===== src/hw/rtl/des_pkg.sv =====
// ----------------------------------------------------------------------------
// des_pkg
// Shared types and constants of the daily event scheduler: field widths,
// command codes, controller states and the entry, control and status structs.
// ----------------------------------------------------------------------------
package des_pkg;

	localparam int CMD_W   = 2;
	localparam int SLOT_W  = 4;
	localparam int HOUR_W  = 5;
	localparam int MIN_W   = 6;
	localparam int COUNT_W = 5;

	typedef enum logic [1:0] {
		CMD_WRITE   = 2'd0,
		CMD_FIND    = 2'd1,
		CMD_RESTORE = 2'd2,
		CMD_EXECUTE = 2'd3
	} cmd_t;

	typedef enum logic [2:0] {
		ST_IDLE,
		ST_DISPATCH,
		ST_MID_CHK,
		ST_SCAN_RD,
		ST_SCAN_CHK,
		ST_APPLY,
		ST_OUT_RD,
		ST_OUT_LOAD
	} state_t;

	typedef enum logic [1:0] {
		RD_PEND,
		RD_PREV,
		RD_SCAN,
		RD_FIRST
	} rd_sel_t;

	typedef enum logic [2:0] {
		PEND_HOLD,
		PEND_NONE,
		PEND_ZERO,
		PEND_SCAN,
		PEND_ADVANCE
	} pend_op_t;

	typedef struct packed {
		logic [HOUR_W-1:0] hour;
		logic [MIN_W-1:0]  minute;
		logic              relay;
	} entry_t;

	typedef struct packed {
		logic     req_ready;
		logic     latch;
		logic     wr_en;
		rd_sel_t  rd_sel;
		pend_op_t pend_op;
		logic     scan_clear;
		logic     scan_inc;
		logic     apply;
		logic     load_out;
	} ctrl_t;

	typedef struct packed {
		logic req_valid;
		cmd_t cmd;
		logic count_zero;
		logic pend_none;
		logic pend_zero;
		logic mid_hit;
		logic later;
		logic scan_last;
		logic out_busy;
	} stat_t;

endpackage


===== src/hw/rtl/des_req_if.sv =====
// ----------------------------------------------------------------------------
// des_req_if
// Request channel: one command item with its entry and time fields.
// ----------------------------------------------------------------------------
interface des_req_if;
	logic                         valid;
	logic                         ready;
	logic [des_pkg::CMD_W-1:0]    command;
	logic [des_pkg::SLOT_W-1:0]   entry_index;
	logic [des_pkg::HOUR_W-1:0]   time_hours;
	logic [des_pkg::MIN_W-1:0]    time_minutes;
	logic                         relay_state;

	modport source (output valid, command, entry_index, time_hours, time_minutes,
		relay_state, input ready);
	modport sink (input valid, command, entry_index, time_hours, time_minutes,
		relay_state, output ready);
endinterface


===== src/hw/rtl/des_rsp_if.sv =====
// ----------------------------------------------------------------------------
// des_rsp_if
// Result channel: relay level and pending event after each item.
// ----------------------------------------------------------------------------
interface des_rsp_if #(
	parameter int PEND_W = 5
);
	logic                         valid;
	logic                         ready;
	logic                         relay_on;
	logic                         event_applied;
	logic                         pending_valid;
	logic [PEND_W-1:0]            pending_index;
	logic [des_pkg::HOUR_W-1:0]   pending_hours;
	logic [des_pkg::MIN_W-1:0]    pending_minutes;

	modport source (output valid, relay_on, event_applied, pending_valid, pending_index,
		pending_hours, pending_minutes, input ready);
	modport sink (input valid, relay_on, event_applied, pending_valid, pending_index,
		pending_hours, pending_minutes, output ready);
endinterface


===== src/hw/rtl/des_cfg_if.sv =====
// ----------------------------------------------------------------------------
// des_cfg_if
// Configuration write channel carrying the event count.
// ----------------------------------------------------------------------------
interface des_cfg_if;
	logic                          valid;
	logic                          ready;
	logic [des_pkg::COUNT_W-1:0]   event_count;

	modport source (output valid, event_count, input ready);
	modport sink (input valid, event_count, output ready);
endinterface


===== src/hw/rtl/daily_event_scheduler.sv =====
// ----------------------------------------------------------------------------
// daily_event_scheduler
// Table of daily relay events with a pending-event pointer. One item at a
// time: write, restore and execute go through dispatch, an apply step when
// an event applies, and the output read and load; find walks the table
// through its single read port, a read and a check state per entry (at most
// the event count of entries), and skips the walk when the count is zero. A
// result still waiting in a stalled output register holds the load for as
// long as it waits. A result waiting in the output register does not block
// acceptance of the next item. The user must write the event count on the
// cfg channel only while the block is idle; the block does not enforce it.
// ----------------------------------------------------------------------------
module daily_event_scheduler #(
	parameter int TABLE_DEPTH = 16
) (
	input  logic        clk,
	input  logic        arst_n,
	des_req_if.sink     req,
	des_rsp_if.source   rsp,
	des_cfg_if.sink     cfg
);

	des_pkg::ctrl_t ctrl;
	des_pkg::stat_t stat;

	des_ctrl u_ctrl (
		.clk    (clk),
		.arst_n (arst_n),
		.stat   (stat),
		.ctrl   (ctrl)
	);

	des_dp #(
		.TABLE_DEPTH (TABLE_DEPTH)
	) u_dp (
		.clk    (clk),
		.arst_n (arst_n),
		.req    (req),
		.rsp    (rsp),
		.cfg    (cfg),
		.ctrl   (ctrl),
		.stat   (stat)
	);

endmodule


===== src/hw/rtl/des_ctrl.sv =====
// ----------------------------------------------------------------------------
// des_ctrl
// Controller: sequences table access, the pending search and result load.
// ----------------------------------------------------------------------------
module des_ctrl (
	input  logic            clk,
	input  logic            arst_n,
	input  des_pkg::stat_t  stat,
	output des_pkg::ctrl_t  ctrl
);

	des_pkg::state_t state_q;
	des_pkg::state_t state_d;

	always_ff @(posedge clk or negedge arst_n) begin
		if (!arst_n) begin
			state_q <= des_pkg::ST_IDLE;
		end else begin
			state_q <= state_d;
		end
	end

	always_comb begin
		state_d         = state_q;
		ctrl            = '0;
		ctrl.rd_sel     = des_pkg::RD_PEND;
		ctrl.pend_op    = des_pkg::PEND_HOLD;
		case (state_q)
			des_pkg::ST_IDLE: begin
				ctrl.req_ready = 1'b1;
				if (stat.req_valid) begin
					ctrl.latch = 1'b1;
					state_d    = des_pkg::ST_DISPATCH;
				end
			end
			des_pkg::ST_DISPATCH: begin
				case (stat.cmd)
					des_pkg::CMD_WRITE: begin
						ctrl.wr_en = 1'b1;
						state_d    = des_pkg::ST_OUT_RD;
					end
					des_pkg::CMD_FIND: begin
						if (stat.count_zero) begin
							ctrl.pend_op = des_pkg::PEND_NONE;
							state_d      = des_pkg::ST_OUT_RD;
						end else begin
							ctrl.rd_sel = des_pkg::RD_FIRST;
							state_d     = des_pkg::ST_MID_CHK;
						end
					end
					des_pkg::CMD_RESTORE: begin
						if (!stat.count_zero && !stat.pend_zero) begin
							ctrl.rd_sel = des_pkg::RD_PREV;
							state_d     = des_pkg::ST_APPLY;
						end else begin
							state_d = des_pkg::ST_OUT_RD;
						end
					end
					default: begin
						if (!stat.pend_none) begin
							ctrl.rd_sel = des_pkg::RD_PEND;
							state_d     = des_pkg::ST_APPLY;
						end else begin
							state_d = des_pkg::ST_OUT_RD;
						end
					end
				endcase
			end
			des_pkg::ST_MID_CHK: begin
				if (stat.mid_hit) begin
					ctrl.pend_op = des_pkg::PEND_ZERO;
					state_d      = des_pkg::ST_OUT_RD;
				end else begin
					ctrl.scan_clear = 1'b1;
					state_d         = des_pkg::ST_SCAN_RD;
				end
			end
			des_pkg::ST_SCAN_RD: begin
				ctrl.rd_sel = des_pkg::RD_SCAN;
				state_d     = des_pkg::ST_SCAN_CHK;
			end
			des_pkg::ST_SCAN_CHK: begin
				if (stat.later) begin
					ctrl.pend_op = des_pkg::PEND_SCAN;
					state_d      = des_pkg::ST_OUT_RD;
				end else if (stat.scan_last) begin
					ctrl.pend_op = des_pkg::PEND_NONE;
					state_d      = des_pkg::ST_OUT_RD;
				end else begin
					ctrl.scan_inc = 1'b1;
					state_d       = des_pkg::ST_SCAN_RD;
				end
			end
			des_pkg::ST_APPLY: begin
				ctrl.apply = 1'b1;
				if (stat.cmd == des_pkg::CMD_EXECUTE) begin
					ctrl.pend_op = des_pkg::PEND_ADVANCE;
				end
				state_d = des_pkg::ST_OUT_RD;
			end
			des_pkg::ST_OUT_RD: begin
				ctrl.rd_sel = des_pkg::RD_PEND;
				state_d     = des_pkg::ST_OUT_LOAD;
			end
			des_pkg::ST_OUT_LOAD: begin
				if (!stat.out_busy) begin
					ctrl.load_out = 1'b1;
					state_d       = des_pkg::ST_IDLE;
				end
			end
			default: begin
				state_d = des_pkg::ST_IDLE;
			end
		endcase
	end

endmodule


===== src/hw/rtl/des_dp.sv =====
// ----------------------------------------------------------------------------
// des_dp
// Datapath: event table memory, pending slot, relay level, event count,
// scan index and the result register.
// ----------------------------------------------------------------------------
module des_dp #(
	parameter int TABLE_DEPTH = 16
) (
	input  logic            clk,
	input  logic            arst_n,
	des_req_if.sink         req,
	des_rsp_if.source       rsp,
	des_cfg_if.sink         cfg,
	input  des_pkg::ctrl_t  ctrl,
	output des_pkg::stat_t  stat
);

	localparam int AW = (TABLE_DEPTH > 1) ? $clog2(TABLE_DEPTH) : 1;
	localparam int PW = $clog2(TABLE_DEPTH + 1);

	des_pkg::entry_t mem [TABLE_DEPTH];
	des_pkg::entry_t rdata_q;
	logic [AW-1:0]   rd_addr;

	des_pkg::cmd_t                 cmd_q;
	logic [des_pkg::SLOT_W-1:0]    idx_q;
	logic [des_pkg::HOUR_W-1:0]    hh_q;
	logic [des_pkg::MIN_W-1:0]     mm_q;
	logic                          rs_q;

	logic [PW-1:0]                 pend_q;
	logic [AW-1:0]                 scan_q;
	logic [des_pkg::COUNT_W-1:0]   count_q;
	logic                          relay_q;
	logic                          applied_q;
	logic                          rsp_valid_q;
	logic                          pend_none;
	logic [31:0]                   pend_next;

	assign req.ready = ctrl.req_ready;
	assign cfg.ready = 1'b1;

	always_ff @(posedge clk) begin
		if (ctrl.latch) begin
			cmd_q <= des_pkg::cmd_t'(req.command);
			idx_q <= req.entry_index;
			hh_q  <= req.time_hours;
			mm_q  <= req.time_minutes;
			rs_q  <= req.relay_state;
		end
	end

	always_ff @(posedge clk) begin
		if (ctrl.wr_en && (32'(idx_q) < TABLE_DEPTH)) begin
			mem[AW'(idx_q)] <= '{hour: hh_q, minute: mm_q, relay: rs_q};
		end
		rdata_q <= mem[rd_addr];
	end

	assign pend_none = 32'(pend_q) >= TABLE_DEPTH;
	assign pend_next = 32'(pend_q) + 32'd1;

	always_comb begin
		case (ctrl.rd_sel)
			des_pkg::RD_PEND:  rd_addr = AW'(pend_q);
			des_pkg::RD_PREV:  rd_addr = pend_none ? AW'(32'(count_q) - 32'd1)
			                                       : AW'(32'(pend_q) - 32'd1);
			des_pkg::RD_SCAN:  rd_addr = scan_q;
			default:           rd_addr = '0;
		endcase
	end

	always_ff @(posedge clk or negedge arst_n) begin
		if (!arst_n) begin
			count_q <= '0;
		end else if (cfg.valid) begin
			if (32'(cfg.event_count) > TABLE_DEPTH) begin
				count_q <= des_pkg::COUNT_W'(TABLE_DEPTH);
			end else begin
				count_q <= cfg.event_count;
			end
		end
	end

	always_ff @(posedge clk or negedge arst_n) begin
		if (!arst_n) begin
			scan_q <= '0;
		end else if (ctrl.scan_clear) begin
			scan_q <= '0;
		end else if (ctrl.scan_inc) begin
			scan_q <= scan_q + AW'(1);
		end
	end

	always_ff @(posedge clk or negedge arst_n) begin
		if (!arst_n) begin
			pend_q <= PW'(TABLE_DEPTH);
		end else begin
			case (ctrl.pend_op)
				des_pkg::PEND_NONE:  pend_q <= PW'(TABLE_DEPTH);
				des_pkg::PEND_ZERO:  pend_q <= '0;
				des_pkg::PEND_SCAN:  pend_q <= PW'(scan_q);
				des_pkg::PEND_ADVANCE: begin
					if ((pend_next == 32'(count_q)) || (pend_next >= TABLE_DEPTH)) begin
						pend_q <= PW'(TABLE_DEPTH);
					end else begin
						pend_q <= PW'(pend_next);
					end
				end
				default: pend_q <= pend_q;
			endcase
		end
	end

	always_ff @(posedge clk or negedge arst_n) begin
		if (!arst_n) begin
			relay_q   <= 1'b0;
			applied_q <= 1'b0;
		end else if (ctrl.latch) begin
			applied_q <= 1'b0;
		end else if (ctrl.apply) begin
			relay_q   <= rdata_q.relay;
			applied_q <= 1'b1;
		end
	end

	// result register: load when empty or being drained
	always_ff @(posedge clk or negedge arst_n) begin
		if (!arst_n) begin
			rsp_valid_q <= 1'b0;
		end else if (ctrl.load_out) begin
			rsp_valid_q <= 1'b1;
		end else if (rsp.ready) begin
			rsp_valid_q <= 1'b0;
		end
	end

	always_ff @(posedge clk) begin
		if (ctrl.load_out) begin
			rsp.relay_on        <= relay_q;
			rsp.event_applied   <= applied_q;
			rsp.pending_valid   <= !pend_none;
			rsp.pending_index   <= pend_q;
			rsp.pending_hours   <= pend_none ? '0 : rdata_q.hour;
			rsp.pending_minutes <= pend_none ? '0 : rdata_q.minute;
		end
	end

	assign rsp.valid = rsp_valid_q;

	always_comb begin
		stat.req_valid  = req.valid;
		stat.cmd        = cmd_q;
		stat.count_zero = (count_q == '0);
		stat.pend_none  = pend_none;
		stat.pend_zero  = (pend_q == '0);
		stat.mid_hit    = (hh_q == '0) && (mm_q == '0) &&
		                  (rdata_q.hour == '0) && (rdata_q.minute == '0);
		stat.later      = (rdata_q.hour > hh_q) ||
		                  ((rdata_q.hour == hh_q) && (rdata_q.minute > mm_q));
		stat.scan_last  = (32'(scan_q) + 32'd1) >= 32'(count_q);
		stat.out_busy   = rsp_valid_q && !rsp.ready;
	end

endmodule


===== src/flat_wrapper.sv =====
// flat-port wrapper written by rule: the top's interface ports become plain ports
module daily_event_scheduler_flat 
#(
	parameter int TABLE_DEPTH = 16
)
  (clk, arst_n, req_valid, req_command, req_entry_index, req_time_hours, req_time_minutes, req_relay_state, req_ready, rsp_valid, rsp_relay_on, rsp_event_applied, rsp_pending_valid, rsp_pending_index, rsp_pending_hours, rsp_pending_minutes, rsp_ready, cfg_valid, cfg_event_count, cfg_ready);
  des_req_if req_i ();
  des_rsp_if #(.PEND_W(des_pkg::COUNT_W)) rsp_i ();
  des_cfg_if cfg_i ();
  input  logic clk;
  input  logic arst_n;
  input wire logic [$bits(req_i.valid)-1:0] req_valid;
  input wire logic [$bits(req_i.command)-1:0] req_command;
  input wire logic [$bits(req_i.entry_index)-1:0] req_entry_index;
  input wire logic [$bits(req_i.time_hours)-1:0] req_time_hours;
  input wire logic [$bits(req_i.time_minutes)-1:0] req_time_minutes;
  input wire logic [$bits(req_i.relay_state)-1:0] req_relay_state;
  output wire logic [$bits(req_i.ready)-1:0] req_ready;
  output wire logic [$bits(rsp_i.valid)-1:0] rsp_valid;
  output wire logic [$bits(rsp_i.relay_on)-1:0] rsp_relay_on;
  output wire logic [$bits(rsp_i.event_applied)-1:0] rsp_event_applied;
  output wire logic [$bits(rsp_i.pending_valid)-1:0] rsp_pending_valid;
  output wire logic [$bits(rsp_i.pending_index)-1:0] rsp_pending_index;
  output wire logic [$bits(rsp_i.pending_hours)-1:0] rsp_pending_hours;
  output wire logic [$bits(rsp_i.pending_minutes)-1:0] rsp_pending_minutes;
  input wire logic [$bits(rsp_i.ready)-1:0] rsp_ready;
  input wire logic [$bits(cfg_i.valid)-1:0] cfg_valid;
  input wire logic [$bits(cfg_i.event_count)-1:0] cfg_event_count;
  output wire logic [$bits(cfg_i.ready)-1:0] cfg_ready;
  assign req_i.valid = req_valid;
  assign req_i.command = req_command;
  assign req_i.entry_index = req_entry_index;
  assign req_i.time_hours = req_time_hours;
  assign req_i.time_minutes = req_time_minutes;
  assign req_i.relay_state = req_relay_state;
  assign req_ready = req_i.ready;
  assign rsp_valid = rsp_i.valid;
  assign rsp_relay_on = rsp_i.relay_on;
  assign rsp_event_applied = rsp_i.event_applied;
  assign rsp_pending_valid = rsp_i.pending_valid;
  assign rsp_pending_index = rsp_i.pending_index;
  assign rsp_pending_hours = rsp_i.pending_hours;
  assign rsp_pending_minutes = rsp_i.pending_minutes;
  assign rsp_i.ready = rsp_ready;
  assign cfg_i.valid = cfg_valid;
  assign cfg_i.event_count = cfg_event_count;
  assign cfg_ready = cfg_i.ready;
  daily_event_scheduler #(.TABLE_DEPTH(TABLE_DEPTH)) u_core (.clk(clk), .arst_n(arst_n), .req(req_i), .rsp(rsp_i), .cfg(cfg_i));
endmodule

===== config.mk =====
export PLATFORM = sky130hd
export DESIGN_NAME = daily_event_scheduler_flat
export DESIGN_NICKNAME = d
export VERILOG_FILES = /design/src/hw/rtl/des_pkg.sv /design/src/hw/rtl/des_req_if.sv /design/src/hw/rtl/des_rsp_if.sv /design/src/hw/rtl/des_cfg_if.sv /design/src/hw/rtl/daily_event_scheduler.sv /design/src/hw/rtl/des_ctrl.sv /design/src/hw/rtl/des_dp.sv /design/src/flat_wrapper.sv
export SDC_FILE = /design/constraint.sdc
export NUM_CORES = 1
export LEC_CHECK = 0
export BUFFER_PORTS_ARGS = -buffer_cell sky130_fd_sc_hd__buf_2
export CAP_MARGIN = 20
export CORE_MARGIN = 5
export CORE_UTILIZATION = 55
export CTS_CLUSTER_DIAMETER = 50
export DETAILED_ROUTE_END_ITERATION = 7
export GPL_ROUTABILITY_DRIVEN = 1
export GPL_TIMING_DRIVEN = 0
export PLACE_DENSITY = 0.83
export SETUP_SLACK_MARGIN = 0.3
export SLEW_MARGIN = 40
export SYNTH_ARGS = -nofsm -noshare
export SYNTH_HDL_FRONTEND = slang
export SYNTH_SLANG_ARGS = --single-unit

===== constraint.sdc =====
create_clock -name clk -period 7.3 [get_ports clk]
set_input_delay 1.095 -clock clk [delete_from_list [all_inputs] [get_ports clk]]
set_output_delay 1.095 -clock clk [all_outputs]
set_load 0.01 [all_outputs]

==> results.md <==
* Outcome: completed
* Core Footprint at between 0.015 and 0.02 sq mm
* Die area at 0.0231 sq mm
* CP bufs+invs at 4
* Reg clk slew, reported paths at 0.06 ns
* Final Cell Area at between 0.01 and 0.015 sq mm
* Leading post-synthesis cells by cell area: edfxtp_1 62%, dfrtp_1 4.3%, ha_1 2.8%
* Number of enable flip-flop cells after synthesis at ~230
* RR Endpoint: u_core.u_dp.rdata_q[8]
* Primary FF master, synth: edfxtp_1
* Die height at between 150 and 200 um
* Synthesis-to-finish area growth at 14.2%
* Row count at 51
* Synth Register Bits at 261
* Max VDD drop at ~0.25 mV
* Power Density at between 300 and 400 mW/mm^2
* Post-Route WL at about 26,000 um
* Synth Cell Area at 0.0111 sq mm
* R2r worst-path depth at 12
* Fin crit share at between 50% and 60%
* Drt wl/cell at 22.6 um
* HP Class: reg -> reg
* Vias per cell at about 6.3
* Clk root buf: clkbuf_16
* Flop2flop setup slack at ~3.4 ns
* I/O pins at 50
* Finished Layout Cells at between 1,000 and 1,500
* Count of cell types in the netlist at roughly 70
* CTS tree: done
* Slowest stage cell, crit path: clkbuf_1
* Clock Skews at between 0.02 and 0.025 ns
* Final max-slew violation count at 0
* Gr ovfl total at 0
* WHS at around 0.45 ns
* Antenna violations before repair at 1
* Crit path max fanout at 10
* H-tree depth at 1
* Post-route DRC at 0
* Yosys warns at 0
* Cell family with most CP delay: compound AO/OA/AOI/OAI gates
* Gpl congestion at between 0.9 and 1
* Fmax at 0.260 GHz
* Worst skew pair latency at 0.55 ns
* Largest net degree at the start of global routing at 21
* Fin crit period at ~3.9 ns
* DR iter-0 viols at ~760
* HP Start: u_core.u_dp.pend_q[3]
* Filler Cells Inserted at about 1,400
* Worst min-delay path endpoint: u_core.u_dp.rsp.pending_index[3]
* Yosys top cell by area: edfxtp_1
* Worst setup SP type: register
* CP required at about 7.8 ns
* Share of Yosys cell area claimed by the top area cell type at between 60 and 70%
* # nets final at roughly 900
* Unrepaired setup endpoints after global routing: no
* Postcts setup bufs at 0
* Final WS setup at between 3 and 4 ns
* Syn Inst Count at 788
* Slew HR at between 40% and 50%
* DP HPWL at around 17,000 um
* TritonRoute pass-1 iters at 6
* Critical-path cell list: clkbuf_1, inv_1, ha_1, or4b_4, a21oi_1, o21ai_0, o2bb2ai_1, buf_2, clkbuf_1, a211oi_1, o21ai_0, a32o_1
* Final setup viols at 0
* Worst Setup Path Type: reg -> reg
* Total CTS buffers at 27
* CP Data Arrival Time at 4.31 ns
* Worst-margin pin slew at around 0.8 ns
* Vias at ~7,200
* Seq/Total Area, Yosys at 68.8%
* Final Hold Vio Count at 0
* CTS Buffer Depth at 3
* Synthesized net count at roughly 840
* Ys async rst share at under 10%
* # resized after CTS at 0
* Sum Neg Setup Slack at 0 ns
* Placed inst area at ~0.012 sq mm
* Layout cells sized above 1 at a little under a fifth
* Antenna-violating nets left at 0
* Die X-Extent at about 150 um
* Leakage at around 4.5 nW
* # diodes at 0
* Syn avg cell area at roughly 14 sq um
* First-pass GRT wire length at between 40,000 and 50,000 um
* Vias in the first global route at 7,159
* Reg2reg start: u_core.u_dp.pend_q[0]
* # clock sinks at roughly 260
* Place WS at 3.61 ns
* Post-Place Cells at approximately 1,100
* GRT Overall Usage at 21.9%
* CTS hold repair buffers at 0
* Port bufs at 47
* Kind of end point of the critical path: register
* Starting Density at 56.3%
* Critical Path Max Stage Delay at about 0.56 ns
* Hold Path Depth at 0
* Max-cap violations at 0
-- where the power goes --
| part | switching, W | internal [W] |
|---|---|---|
| sequential | 0.000104 | 0.00178 |
| combinational | 0.000761 | 0.000436 |
| clock | 0.000571 | 0.000829 |
| total | 0.00144 | 0.00304 |
-- layout by cell type (no fill, tap or decap), types with 5 or more instances in the layout --
cell type	netlist	layout
nand2_1	67	67
mux2i_1	12	12
nand3b_1	7	7
dfxtp_1	12	12
buf_2	14	63
o21ai_0	20	20
xor2_1	5	5
o22ai_1	19	19
a221oi_1	5	5
o221ai_1	30	30
edfxtp_1	229	229
clkbuf_1	21	24
clkinv_2	0	5
a32o_1	7	7
inv_1	24	24
dfrtp_1	19	19
clkbuf_16	0	27
nor2b_1	16	16
nor4_1	6	6
nor2_1	30	17
mux2_2	11	11
a21o_1	12	12
nor3_1	11	7
a21oi_1	37	37
ha_1	25	25
a211o_1	5	5
and2_1	16	15
a31oi_1	8	8
buf_6	5	5
nand3_1	33	33
a311oi_1	5	5
a211oi_1	7	7
nor2_2	0	11
clkinv_1	0	5
nand2b_1	11	11
-- metal layers --
| layer | up-vias | GRT usage (%) | share of wire (%) |
|---|---|---|---|
| met4 | 2 | 9.93 | 4.7 |
| met5 | - | 0 | 0.050 |
| met2 | 430 | 35.8 | 48 |
| li1 | 3213 | - | - |
| met1 | 3499 | 28.2 | 38 |
| met3 | 78 | 4.71 | 9.4 |
-- cell usage after synthesis, drive strengths merged, types with 12 or more instances --
library cell,count
a21o,12
a21oi,39
and2,16
buf,21
clkbuf,21
dfrtp,19
dfxtp,12
edfxtp,229
ha,25
inv,24
mux2,12
mux2i,12
nand2,69
nand3,33
nor2,30
nor2b,16
o21ai,20
o221ai,31
o22ai,19
-- final cells by class --
class | instances | area, sq um | share of cell area (%)
flip-flops and latches | 261 | 7620 | 60.3
multi-input cells | 461 | 3200 | 25.3
clock buffers | 30 | 687 | 5.44
well taps | 265 | 332 | 2.62
repair buffers | 51 | 260 | 2.06
clock inverters | 20 | 228 | 1.80
plain buffers | 42 | 220 | 1.74
inverters | 24 | 90.1 | 0.713
-- through the flow --
step / total power (W) / utilization [%]
2_1_floorplan: 0.00269 / -
3_3_place_gp: 0.00304 / 59.2
3_5_place_dp: 0.00308 / 59.6
4_1_cts: 0.00447 / 64.3
5_1_grt: 0.00467 / 64.3
6_report: 0.00448 / 64.3
-- worst max path at each step --
| stage | start | end | slack [ns] | cells after the start |
|---|---|---|---|---|
| detailed placement | u_core.u_dp.pend_q[0] | u_core.u_dp.rdata_q[8] | 3.61 | 12 |
| CTS | u_core.u_dp.pend_q[0] | u_core.u_dp.rdata_q[8] | 3.58 | 12 |
| finish | u_core.u_dp.pend_q[0] | u_core.u_dp.rdata_q[8] | 3.45 | 12 |
| global placement | u_core.u_ctrl.state_q[1] | u_core.u_dp.mem[0][7] | 3.49 | 5 |
| floorplan | u_core.u_dp.pend_q[0] | u_core.u_dp.rdata_q[9] | 4.41 | 12 |
| global route | u_core.u_dp.pend_q[0] | u_core.u_dp.rdata_q[8] | 3.30 | 12 |
-- registers in the layout, indices dropped and copies added, names as in the netlist --
register and cells:
u_core.u_dp.mem 192, u_core.u_dp.rdata_q 12, u_core.u_dp.mm_q 6, u_core.u_dp.rsp.pending_minutes 6, u_core.u_dp.count_q 5, u_core.u_dp.hh_q 5
u_core.u_dp.pend_q 5, u_core.u_dp.rsp.pending_hours 5, u_core.u_dp.rsp.pending_index 5, u_core.u_dp.idx_q 4, u_core.u_dp.scan_q 4, u_core.u_ctrl.state_q 3
u_core.u_dp.cmd_q 2, u_core.u_dp.applied_q 1, u_core.u_dp.relay_q 1, u_core.u_dp.rs_q 1, u_core.u_dp.rsp.event_applied 1, u_core.u_dp.rsp.pending_valid 1
u_core.u_dp.rsp.relay_on 1, u_core.u_dp.rsp.valid 1
-- worst reg2reg max path: stages, from the launching register on --
cell,delay (ns)
dfrtp_1,0.39
clkbuf_1,0.23
inv_1,0.14
ha_1,0.14
or4b_4,0.46
a21oi_1,0.30
o21ai_0,0.15
o2bb2ai_1,0.21
buf_2,0.31
clkbuf_1,0.57
a211oi_1,0.12
o21ai_0,0.47
a32o_1,0.28
-- cells by family after synthesis --
| logic type | Yosys count | share of synthesized area (%) |
|---|---|---|
| AOI/OAI and AO/OA | 185 | 12.5 |
| xor gates and xnor gates | 8 | 0.633 |
| adders and majority gates | 25 | 2.83 |
| buffers and inverters | 66 | 2.80 |
| DFF | 261 | 68.8 |
| muxes | 24 | 2.34 |
| other | 1 | 0.0339 |
| and+or+nand+nor | 218 | 10.0 |
Note: power is estimated with default switching activity, not from simulation.
